==> config.mk <==
export PLATFORM = sky130hd
export DESIGN_NAME = affinity_chunk_scheduler
export DESIGN_NICKNAME = d
export VERILOG_FILES = /design/src/hdl/acs_pkg.sv /design/src/hdl/acs_ctrl.sv /design/src/hdl/acs_dp.sv /design/src/hdl/affinity_chunk_scheduler.sv
export VERILOG_INCLUDE_DIRS = /design/src /design/src/hdl
export SDC_FILE = /design/constraint.sdc
export NUM_CORES = 1
export LEC_CHECK = 0
export ABC_AREA = 1
export BUFFER_PORTS_ARGS = -buffer_cell sky130_fd_sc_hd__buf_2
export CAP_MARGIN = 15
export CORE_ASPECT_RATIO = 0.5
export CORE_MARGIN = 2
export CORE_UTILIZATION = 50
export DETAILED_ROUTE_END_ITERATION = 6
export GPL_ROUTABILITY_DRIVEN = 0
export GPL_TIMING_DRIVEN = 0
export PLACE_DENSITY = 0.69
export RECOVER_POWER = 25
export SYNTH_ARGS = -nofsm -noshare
export SYNTH_HDL_FRONTEND = slang
export SYNTH_SLANG_ARGS = --single-unit
==> constraint.sdc <==
create_clock -name i_clk -period 6.01 [get_ports i_clk]
set_input_delay 0.9015 -clock i_clk [delete_from_list [all_inputs] [get_ports i_clk]]
set_output_delay 0.9015 -clock i_clk [all_outputs]
set_load 0.02 [all_outputs]
==> src/hdl/affinity_chunk_scheduler_defines.svh <==
`ifndef AFFINITY_CHUNK_SCHEDULER_DEFINES_SVH
`define AFFINITY_CHUNK_SCHEDULER_DEFINES_SVH

// cons must hold in the same cycle as ante
`define ACS_ASSERT_IMP(lbl, clk, rst_n, ante, cons) \
    lbl: assert property (@(posedge clk) disable iff (!(rst_n)) (ante) |-> (cons)) \
        else $error("acs: check failed");

// cons must hold in the cycle after ante
`define ACS_ASSERT_NXT(lbl, clk, rst_n, ante, cons) \
    lbl: assert property (@(posedge clk) disable iff (!(rst_n)) (ante) |=> (cons)) \
        else $error("acs: check failed");

`endif

==> src/hdl/acs_pkg.sv <==
package acs_pkg;

    localparam int FIELD_W   = 21;
    localparam int TID_W     = 3;
    localparam int NT_W      = 4;
    localparam int CFG_IDX_W = 2;

    localparam logic [CFG_IDX_W-1:0] CFG_NUM_THREADS = 2'd0;
    localparam logic [CFG_IDX_W-1:0] CFG_MIN_CHUNK   = 2'd1;

    typedef enum logic [1:0] {
        MODE_NONE   = 2'd0,
        MODE_ASSIGN = 2'd1,
        MODE_LOCAL  = 2'd2,
        MODE_STEAL  = 2'd3
    } t_mode;

    typedef struct packed {
        logic  capture;
        logic  rd_own;
        logic  own_load;
        logic  scan_init;
        logic  rd_scan;
        logic  scan_cmp;
        logic  div_own;
        logic  div_best;
        logic  div_step;
        logic  fin;
        t_mode mode;
    } t_cmd;

    typedef struct packed {
        logic kind;
        logic tid_ok;
        logic own_busy;
        logic scan_last;
        logic any;
        logic div_last;
        logic out_free;
    } t_sts;

endpackage

==> src/hdl/acs_ctrl.sv <==
`include "affinity_chunk_scheduler_defines.svh"

module acs_ctrl import acs_pkg::*; (
    input  logic i_clk,
    input  logic i_rst_n,
    input  logic i_in_valid,
    output logic o_in_stall,
    input  t_sts i_sts,
    output t_cmd o_cmd
);

    typedef enum logic [7:0] {
        S_IDLE     = 8'b0000_0001,
        S_OWN_RD   = 8'b0000_0010,
        S_OWN_CHK  = 8'b0000_0100,
        S_SCAN_RD  = 8'b0000_1000,
        S_SCAN_CMP = 8'b0001_0000,
        S_SCAN_END = 8'b0010_0000,
        S_DIV      = 8'b0100_0000,
        S_FIN      = 8'b1000_0000
    } t_state;

    t_state r_state, n_state;
    t_mode  r_mode, n_mode;
    logic [5:0] w_cmd_bits;

    always_ff @(posedge i_clk) begin
        if (!i_rst_n) begin
            r_state <= S_IDLE;
            r_mode  <= MODE_NONE;
        end else begin
            r_state <= n_state;
            r_mode  <= n_mode;
        end
    end

    always_comb begin
        n_state    = r_state;
        n_mode     = r_mode;
        o_cmd      = '0;
        o_cmd.mode = r_mode;
        case (r_state)
            S_IDLE: begin
                if (i_in_valid) begin
                    o_cmd.capture = 1'b1;
                    n_state       = S_OWN_RD;
                end
            end
            S_OWN_RD: begin
                if (!i_sts.kind) begin
                    n_mode  = i_sts.tid_ok ? MODE_ASSIGN : MODE_NONE;
                    n_state = S_FIN;
                end else if (!i_sts.tid_ok) begin
                    n_mode  = MODE_NONE;
                    n_state = S_FIN;
                end else begin
                    o_cmd.rd_own = 1'b1;
                    n_state      = S_OWN_CHK;
                end
            end
            S_OWN_CHK: begin
                o_cmd.own_load = 1'b1;
                if (i_sts.own_busy) begin
                    o_cmd.div_own = 1'b1;
                    n_mode        = MODE_LOCAL;
                    n_state       = S_DIV;
                end else begin
                    o_cmd.scan_init = 1'b1;
                    n_state         = S_SCAN_RD;
                end
            end
            S_SCAN_RD: begin
                o_cmd.rd_scan = 1'b1;
                n_state       = S_SCAN_CMP;
            end
            S_SCAN_CMP: begin
                o_cmd.scan_cmp = 1'b1;
                n_state        = i_sts.scan_last ? S_SCAN_END : S_SCAN_RD;
            end
            S_SCAN_END: begin
                if (i_sts.any) begin
                    o_cmd.div_best = 1'b1;
                    n_mode         = MODE_STEAL;
                    n_state        = S_DIV;
                end else begin
                    n_mode  = MODE_NONE;
                    n_state = S_FIN;
                end
            end
            S_DIV: begin
                o_cmd.div_step = 1'b1;
                if (i_sts.div_last) begin
                    n_state = S_FIN;
                end
            end
            S_FIN: begin
                if (i_sts.out_free) begin
                    o_cmd.fin = 1'b1;
                    n_state   = S_IDLE;
                end
            end
            default: begin
                n_state = S_IDLE;
            end
        endcase
    end

    assign o_in_stall = (r_state != S_IDLE);

    assign w_cmd_bits = {o_cmd.capture, o_cmd.rd_own, o_cmd.rd_scan,
                         o_cmd.scan_cmp, o_cmd.div_step, o_cmd.fin};

    `ACS_ASSERT_IMP(a_fin_needs_room, i_clk, i_rst_n, o_cmd.fin, i_sts.out_free)
    `ACS_ASSERT_IMP(a_one_phase, i_clk, i_rst_n, 1'b1, $onehot0(w_cmd_bits))
    `ACS_ASSERT_NXT(a_fin_to_idle, i_clk, i_rst_n, o_cmd.fin, !o_in_stall)

endmodule

==> src/hdl/acs_dp.sv <==
`include "affinity_chunk_scheduler_defines.svh"

module acs_dp import acs_pkg::*; #(
    parameter int MAX_THREADS = 8,
    parameter int INDEX_BITS  = 21
) (
    input  logic                 i_clk,
    input  logic                 i_rst_n,
    input  logic                 i_cfg_we,
    input  logic [CFG_IDX_W-1:0] i_cfg_index,
    input  logic [FIELD_W-1:0]   i_cfg_data,
    input  logic                 i_kind,
    input  logic [TID_W-1:0]     i_thread_id,
    input  logic [FIELD_W-1:0]   i_range_lo,
    input  logic [FIELD_W-1:0]   i_range_hi,
    input  t_cmd                 i_cmd,
    output t_sts                 o_sts,
    output logic                 o_out_valid,
    input  logic                 i_out_stall,
    output logic                 o_found,
    output logic                 o_stolen,
    output logic [FIELD_W-1:0]   o_chunk_lo,
    output logic [FIELD_W-1:0]   o_chunk_hi
);

    localparam int IW  = INDEX_BITS;
    localparam int AW  = (MAX_THREADS > 1) ? $clog2(MAX_THREADS) : 1;
    localparam int CW  = (IW > FIELD_W) ? IW : FIELD_W;
    localparam int SW  = CW + 1;
    localparam int DCW = $clog2(IW);

    logic [NT_W-1:0]    r_num_threads;
    logic [FIELD_W-1:0] r_min_chunk;

    logic               r_kind;
    logic [TID_W-1:0]   r_tid;
    logic [IW-1:0]      r_lo, r_hi;

    logic [2*IW-1:0]    r_mem [MAX_THREADS];
    logic [MAX_THREADS-1:0] r_ent_vld;
    logic [2*IW-1:0]    r_mem_q;
    logic               r_rd_vld;

    logic [IW-1:0]      r_own_ns, r_own_end;
    logic [AW-1:0]      r_scan, r_victim;
    logic               r_any;
    logic [IW-1:0]      r_best, r_vic_ns, r_vic_end;

    logic [IW-1:0]      r_quo;
    logic [NT_W-1:0]    r_part;
    logic [DCW-1:0]     r_dcnt;

    logic               r_out_valid, r_found, r_stolen;
    logic [FIELD_W-1:0] r_chunk_lo, r_chunk_hi;

    logic [IW-1:0]      w_lo, w_hi;
    logic [AW-1:0]      w_tid_addr, w_rd_addr, w_scan_last, w_wr_addr;
    logic [IW-1:0]      w_rd_ns, w_rd_end, w_rd_rem;
    logic [NT_W-1:0]    w_div;
    logic [FIELD_W-1:0] w_least;
    logic [NT_W:0]      w_trial;
    logic               w_ge;
    logic [CW-1:0]      w_q, w_lst, w_chunk;
    logic [SW-1:0]      w_sum;
    logic [IW-1:0]      w_stop, w_first;
    logic               w_we;
    logic [2*IW-1:0]    w_wr_data;

    assign w_lo       = IW'(i_range_lo);
    assign w_hi       = IW'(i_range_hi);
    assign w_tid_addr = AW'(r_tid);
    assign w_rd_addr  = i_cmd.rd_scan ? r_scan : w_tid_addr;

    assign w_rd_ns  = r_rd_vld ? r_mem_q[2*IW-1:IW] : '0;
    assign w_rd_end = r_rd_vld ? r_mem_q[IW-1:0] : '0;
    assign w_rd_rem = (w_rd_end > w_rd_ns) ? (w_rd_end - w_rd_ns) : '0;

    assign w_div   = (r_num_threads == '0) ? NT_W'(1) : r_num_threads;
    assign w_least = (r_min_chunk == '0) ? FIELD_W'(1) : r_min_chunk;
    assign w_scan_last = (int'(w_div) > MAX_THREADS) ? AW'(MAX_THREADS - 1)
                                                     : AW'(w_div - NT_W'(1));

    // restoring divide, one quotient bit per cycle
    assign w_trial = {r_part, r_quo[IW-1]};
    assign w_ge    = (w_trial >= {1'b0, w_div});

    assign w_q     = CW'(r_quo);
    assign w_lst   = CW'(w_least);
    assign w_chunk = (w_q <= w_lst) ? w_lst : w_q;

    assign w_sum   = SW'(r_own_ns) + SW'(w_chunk);
    assign w_stop  = (w_sum > SW'(r_own_end)) ? r_own_end : IW'(w_sum);
    assign w_first = (w_chunk >= CW'(r_best)) ? r_vic_ns : (r_vic_end - IW'(w_chunk));

    always_comb begin
        w_we      = 1'b0;
        w_wr_addr = w_tid_addr;
        w_wr_data = {r_lo, r_hi};
        case (i_cmd.mode)
            MODE_ASSIGN: begin
                w_we = i_cmd.fin;
            end
            MODE_LOCAL: begin
                w_we      = i_cmd.fin;
                w_wr_data = {w_stop, r_own_end};
            end
            MODE_STEAL: begin
                w_we      = i_cmd.fin;
                w_wr_addr = r_victim;
                w_wr_data = {r_vic_ns, w_first};
            end
            default: begin
                w_we = 1'b0;
            end
        endcase
    end

    always_ff @(posedge i_clk) begin
        r_mem_q  <= r_mem[w_rd_addr];
        r_rd_vld <= r_ent_vld[w_rd_addr];
        if (w_we) begin
            r_mem[w_wr_addr] <= w_wr_data;
        end
    end

    always_ff @(posedge i_clk) begin
        if (!i_rst_n) begin
            r_ent_vld <= '0;
        end else if (w_we) begin
            r_ent_vld[w_wr_addr] <= 1'b1;
        end
    end

    always_ff @(posedge i_clk) begin
        if (!i_rst_n) begin
            r_num_threads <= NT_W'(1);
            r_min_chunk   <= FIELD_W'(1);
        end else if (i_cfg_we) begin
            case (i_cfg_index)
                CFG_NUM_THREADS: r_num_threads <= i_cfg_data[NT_W-1:0];
                CFG_MIN_CHUNK:   r_min_chunk   <= i_cfg_data;
                default: begin
                end
            endcase
        end
    end

    always_ff @(posedge i_clk) begin
        if (i_cmd.capture) begin
            r_kind <= i_kind;
            r_tid  <= i_thread_id;
            r_lo   <= w_lo;
            r_hi   <= (w_hi < w_lo) ? w_lo : w_hi;
        end
        if (i_cmd.own_load) begin
            r_own_ns  <= w_rd_ns;
            r_own_end <= w_rd_end;
        end
        if (i_cmd.scan_init) begin
            r_scan   <= '0;
            r_any    <= 1'b0;
            r_best   <= '0;
            r_victim <= '0;
        end else if (i_cmd.scan_cmp) begin
            r_scan <= r_scan + AW'(1);
            // ties go to the later thread; a zero thread count finds no victim
            if (r_num_threads != '0 && w_rd_rem != '0 &&
                (!r_any || w_rd_rem >= r_best)) begin
                r_any     <= 1'b1;
                r_best    <= w_rd_rem;
                r_victim  <= r_scan;
                r_vic_ns  <= w_rd_ns;
                r_vic_end <= w_rd_end;
            end
        end
        if (i_cmd.div_own || i_cmd.div_best) begin
            r_quo  <= i_cmd.div_own ? w_rd_rem : r_best;
            r_part <= '0;
            r_dcnt <= '0;
        end else if (i_cmd.div_step) begin
            r_part <= w_ge ? NT_W'(w_trial - {1'b0, w_div}) : w_trial[NT_W-1:0];
            r_quo  <= {r_quo[IW-2:0], w_ge};
            r_dcnt <= r_dcnt + DCW'(1);
        end
    end

    always_ff @(posedge i_clk) begin
        if (!i_rst_n) begin
            r_out_valid <= 1'b0;
        end else if (i_cmd.fin) begin
            r_out_valid <= 1'b1;
        end else if (!i_out_stall) begin
            r_out_valid <= 1'b0;
        end
    end

    always_ff @(posedge i_clk) begin
        if (i_cmd.fin) begin
            r_found    <= 1'b0;
            r_stolen   <= 1'b0;
            r_chunk_lo <= '0;
            r_chunk_hi <= '0;
            if (i_cmd.mode == MODE_LOCAL) begin
                r_found    <= 1'b1;
                r_chunk_lo <= FIELD_W'(r_own_ns);
                r_chunk_hi <= FIELD_W'(w_stop);
            end else if (i_cmd.mode == MODE_STEAL) begin
                r_found    <= 1'b1;
                r_stolen   <= 1'b1;
                r_chunk_lo <= FIELD_W'(w_first);
                r_chunk_hi <= FIELD_W'(r_vic_end);
            end
        end
    end

    assign o_sts.kind      = r_kind;
    assign o_sts.tid_ok    = (int'(r_tid) < MAX_THREADS);
    assign o_sts.own_busy  = (w_rd_rem != '0);
    assign o_sts.scan_last = (r_scan == w_scan_last);
    assign o_sts.any       = r_any;
    assign o_sts.div_last  = (r_dcnt == DCW'(IW - 1));
    assign o_sts.out_free  = !r_out_valid || !i_out_stall;

    assign o_out_valid = r_out_valid;
    assign o_found     = r_found;
    assign o_stolen    = r_stolen;
    assign o_chunk_lo  = r_chunk_lo;
    assign o_chunk_hi  = r_chunk_hi;

    `ACS_ASSERT_IMP(a_local_advances, i_clk, i_rst_n,
        i_cmd.fin && i_cmd.mode == MODE_LOCAL, w_stop > r_own_ns)
    `ACS_ASSERT_IMP(a_steal_in_range, i_clk, i_rst_n,
        i_cmd.fin && i_cmd.mode == MODE_STEAL, w_first < r_vic_end && w_first >= r_vic_ns)
    `ACS_ASSERT_IMP(a_victim_has_work, i_clk, i_rst_n, i_cmd.div_best, r_any && r_best != '0)

endmodule

==> src/hdl/affinity_chunk_scheduler.sv <==
// Loop chunk scheduler with per-thread ranges and work stealing. An assign
// request loads a thread's [lo, hi) range; a grant request takes
// max(min_chunk, remaining / num_threads) iterations from the front of the
// requester's range, or, when that range is empty, from the back of the
// busiest range among the first num_threads threads (ties to the higher
// index). Every request gives exactly one result. Requests are handled one
// at a time; a new one is taken as soon as the previous has been placed in
// the output register, even while that result is still stalled.
// The chunk size comes from a one-bit-per-cycle divider, and the scan reads
// the thread entries one at a time, a read state and then a compare state
// for each, through the single read port of the range table.
module affinity_chunk_scheduler import acs_pkg::*; #(
    parameter int MAX_THREADS = 8,
    parameter int INDEX_BITS  = 21
) (
    input  logic                 i_clk,
    input  logic                 i_rst_n,
    input  logic                 i_cfg_we,
    input  logic [CFG_IDX_W-1:0] i_cfg_index,
    input  logic [FIELD_W-1:0]   i_cfg_data,
    input  logic                 i_in_valid,
    output logic                 o_in_stall,
    input  logic                 i_kind,
    input  logic [TID_W-1:0]     i_thread_id,
    input  logic [FIELD_W-1:0]   i_range_lo,
    input  logic [FIELD_W-1:0]   i_range_hi,
    output logic                 o_out_valid,
    input  logic                 i_out_stall,
    output logic                 o_found,
    output logic                 o_stolen,
    output logic [FIELD_W-1:0]   o_chunk_lo,
    output logic [FIELD_W-1:0]   o_chunk_hi
);

    t_cmd w_cmd;
    t_sts w_sts;

    acs_ctrl u_ctrl (
        .i_clk      (i_clk),
        .i_rst_n    (i_rst_n),
        .i_in_valid (i_in_valid),
        .o_in_stall (o_in_stall),
        .i_sts      (w_sts),
        .o_cmd      (w_cmd)
    );

    acs_dp #(
        .MAX_THREADS (MAX_THREADS),
        .INDEX_BITS  (INDEX_BITS)
    ) u_dp (
        .i_clk       (i_clk),
        .i_rst_n     (i_rst_n),
        .i_cfg_we    (i_cfg_we),
        .i_cfg_index (i_cfg_index),
        .i_cfg_data  (i_cfg_data),
        .i_kind      (i_kind),
        .i_thread_id (i_thread_id),
        .i_range_lo  (i_range_lo),
        .i_range_hi  (i_range_hi),
        .i_cmd       (w_cmd),
        .o_sts       (w_sts),
        .o_out_valid (o_out_valid),
        .i_out_stall (i_out_stall),
        .o_found     (o_found),
        .o_stolen    (o_stolen),
        .o_chunk_lo  (o_chunk_lo),
        .o_chunk_hi  (o_chunk_hi)
    );

endmodule

==> load_flow_metrics.sql <==
INSERT INTO impl_metrics (metric_group, metric, value, unit) VALUES
('run_status', 'run_status', 'complete, but fails checks', ''),
('run_status', 'violations', 'max-capacitance violations, max-slew violations', ''),
('clock_network', 'worst_setup_hold_path_clk_slew', '0.07', 'ns'),
('hold_path', 'holdPathEnd', 'u_dp.r_tid[0]$_DFFE_PP_', ''),
('cells_and_area', 'largestRegisters', 'u_dp.r_mem: 336 flops, u_dp.r_mem_q: 42 flops', ''),
('sta', 'final.setup.tns', '0', 'ns'),
('setup_path', 'critPathCaptureType', 'register', ''),
('synthesis', 'synth_commonest_cells', 'nand2_1 (687), edfxtp_1 (531), inv_1 (379)', ''),
('sta', 'max_slew.worst_pin.slew', '1.827', 'ns'),
('cells_and_area', 'flow.area_growth_from_synthesis', '15.55', '%'),
('hold_path', 'timing.hold.worst_path_depth', '1', ''),
('route', 'total_wirelength_of_the_detailed_routed_design', '99010', 'um'),
('clock_network', 'cts_num_sinks', '655', ''),
('power_and_ir_drop', 'worst_ir_drop_vdd', '0.0002718', 'V'),
('power_and_ir_drop', 'post-layout-total-power', '0.01391', 'W'),
('global_route', 'grt_first_pass_wirelength', '143700', 'um'),
('floorplan', 'core-area', '63520', 'um^2'),
('synthesis', 'post-synth-top-count-cell', 'nand2_1', ''),
('synthesis', 'synth.net_count', '3610', ''),
('sta', 'final_critical_path_share_of_the_clock_period', '99.03', '%'),
('global_route', 'global_route.overflow_total', '0', ''),
('clock_network', 'cts_max_level', '2', ''),
('setup_path', 'worstPathArrival', '6.33', 'ns'),
('synthesis', 'ys_types', '50', ''),
('synthesis', 'yosysTopAreaCellShare', '49.27', '%'),
('route', 'first_pass_iters', '7', ''),
('synthesis', 'synth_edf_count', '531', ''),
('sta', 'final_max_slew_viol_count', '76', ''),
('cells_and_area', 'largest_register_ff_count', '336', ''),
('power_and_ir_drop', 'p_sw', '0.005146', 'W'),
('setup_path', 'timing.reg2reg.worst_path_depth', '36', ''),
('clock_network', 'library_cell_used_as_clock_root_buffer', 'clkbuf_16', ''),
('clock_network', 'tritoncts', 'built', ''),
('route', 'dr.first_iter.drc_count', '3322', ''),
('power_and_ir_drop', 'p_per_area', '372.0', 'nW/um^2'),
('setup_path', 'critical_path.max_fanout', '10', ''),
('power_and_ir_drop', 'power.internal', '0.008763', 'W'),
('power_and_ir_drop', 'power.share.switching', '37.00', '%'),
('setup_path', 'worst_setup_sp_type', 'register', ''),
('synthesis', 'yosysSeqAreaShare', '56.94', '%'),
('floorplan', 'initial_core_util', '50.95', '%'),
('power_and_ir_drop', 'power.sequential.fraction', '39.9', '%'),
('global_route', 'grt_antenna_before_repair', '4', ''),
('hold_path', 'worst_hold_path_type', 'in2reg', ''),
('route', 'detail_route.vias_per_cell', '5.813', ''),
('power_and_ir_drop', 'clockPowerShare', '27.1', '%'),
('setup_path', 'reg2reg_to', 'u_dp.r_mem[2][26]$_DFFE_PP_', ''),
('sta', 'final_period_minus_worst_setup_slack', '5.952', 'ns'),
('setup_path', 'slowest_stage', 'dfxtp_1', ''),
('clock_network', 'hold_buffers', '0', ''),
('synthesis', 'mappedNetlistArea', '32360', 'um^2'),
('cells_and_area', 'diodes', '0', ''),
('global_route', 'grt_start_max_net_pins', '36', ''),
('cells_and_area', 'final_nets', '3827', ''),
('run', 'maxCapViolCount', '3', ''),
('hold_path', 'min-delay-start', 'i_thread_id[0]', ''),
('place', 'place_hpwl', '73390', 'um'),
('cells_and_area', 'largest_register', 'u_dp.r_mem', ''),
('synthesis', 'yosys.area.top_type', 'edfxtp_1', ''),
('synthesis', 'synthFlopType', 'edfxtp_1', ''),
('synthesis', 'netlist_instances', '3358', ''),
('setup_path', 'peak_per_stage_delay_on_the_critical_path', '0.34', 'ns'),
('global_route', 'via_count_of_the_first_global_routing_pass', '24190', ''),
('route', 'post_drt_wl_per_cell', '22.03', 'um'),
('sta', 'setup_violations', '0', ''),
('floorplan', 'die_height', '183.9', 'um'),
('power_and_ir_drop', 'p_leak', '15.50', 'nW'),
('clock_network', 'clk_path_buf_depth', '3', ''),
('floorplan', 'io_pins', '120', ''),
('place', 'buffer_ports.inserted', '119', ''),
('floorplan', 'floorplan.die_area', '66900', 'um^2');
==> stage by stage <==
stage / worst slack [ns] / util [%] / instance area (um^2) / hold slack [ns]
floorplan: 0.8376 / - / 32370 / 0.4349
global placement: -1.902 / 53.62 / 34060 / 0.4462
detailed placement: -1.897 / 54.16 / 34400 / 0.4568
CTS: 0.01309 / 57.72 / 36660 / 0.4142
global route: -0.09869 / 58.87 / 37390 / 0.4160
finish: 0.05813 / 58.87 / 37390 / 0.4366
==> metal layers <==
layer | GRT usage [%] | part of all wire, % | vias up
li1 | - | - | 11950
met1 | 40.17 | 41 | 12500
met2 | 44.88 | 44 | 1448
met3 | 6.221 | 12 | 222
met4 | 9.145 | 3.4 | 4
met5 | 0 | 0.029 | -
==> kinds of logic (layout without fill, tap and decap cells) <==
group           count (synthesis)  count (layout)  synth area share (%)
flops                         655             655                 56.94
mux                            43              43                 1.496
buf+inv                       512             777                 6.171
compound gates                637             637                 10.78
simple gates                 1288            1288                 16.42
xor+xnor                       45              45                 1.218
fa+ha+maj                     178             178                 6.975
==> power by group through the flow <==
stage                     clock network [W]  logic (W)  registers [W]
after global routing                0.00398    0.00499        0.00556
after global placement                    0    0.00418        0.00564
after CTS                           0.00379    0.00438        0.00553
final                               0.00377    0.00460        0.00555
after floorplan                           0    0.00293        0.00555
after detailed placement                  0    0.00430        0.00563
==> final cells by class <==
| cell class | instances | area (um^2) | share of cell area (%) |
|---|---|---|---|
| Timing Repair Buffer | 160 | 989.7 | 2.647 |
| Buffer | 122 | 619.3 | 1.656 |
| Multi-Input combinational cell | 2191 | 12900 | 34.49 |
| Tap cell | 871 | 1090 | 2.914 |
| Clock buffer | 82 | 1630 | 4.360 |
| Sequential cell | 655 | 18430 | 49.28 |
| Clock inverter | 24 | 275.3 | 0.7361 |
| Inverter | 389 | 1465 | 3.918 |
==> worst max path at each step <==
stage,from,end,slack (ns)
floorplan,u_ctrl.r_state[2]$_SDFFE_PN0P_,u_dp.r_mem[1][0]$_DFFE_PP_,0.84
global placement,u_ctrl.r_state[2]$_SDFFE_PN0P_,u_dp.r_mem[3][24]$_DFFE_PP_,-1.90
detailed placement,u_dp.r_min_chunk[16]$_SDFFE_PN0P_,u_dp.r_mem[7][23]$_DFFE_PP_,-1.90
CTS,u_dp.r_min_chunk[2]$_SDFFE_PN0P_,u_dp.r_mem[7][31]$_DFFE_PP_,0.01
global route,u_dp.r_min_chunk[8]$_SDFFE_PN0P_,u_dp.r_mem[3][28]$_DFFE_PP_,-0.1
finish,u_dp.r_min_chunk[7]$_SDFFE_PN0P_,u_dp.r_mem[2][26]$_DFFE_PP_,0.06
==> critical path, delay by kind of cell, from the launching register on <==
family | cells | cell delay, ns
AOI/OAI and AO/OA | 7 | 0.99
and+or+nand+nor | 20 | 2.90
buffers and inverters | 5 | 0.59
DFF | 1 | 0.34
xor gates and xnor gates | 1 | 0.22
adders and majority gates | 3 | 0.64
==> cell usage in the layout, fill, tap and decap left out, drive strengths merged, types with 5 or more instances in the layout <==
| cell type | n |
|---|---|
| nor4 | 14 |
| o31ai | 5 |
| nor3 | 34 |
| o211ai | 26 |
| xor2 | 24 |
| dfxtp | 124 |
| nand3 | 131 |
| o22ai | 87 |
| nor2 | 358 |
| o21ai | 310 |
| nand4 | 34 |
| clkinv | 17 |
| o21bai | 6 |
| o21a | 6 |
| or2 | 15 |
| a21oi | 169 |
| inv | 388 |
| nand2 | 693 |
| nand3b | 5 |
| o2111ai | 5 |
| a31oi | 7 |
| mux2 | 43 |
| clkbuf | 238 |
| xnor2 | 21 |
| edfxtp | 531 |
| buf | 126 |
| clkinvlp | 5 |
| ha | 174 |
==> timing repair <==
action                                  CTS  global route
endpoints found under the setup margin  245           327
gates resized for setup                 110           140
pin swaps                                 7            40
buffers inserted                          1            21
cloned                                    0             4
(Power assumes the default switching activity.)
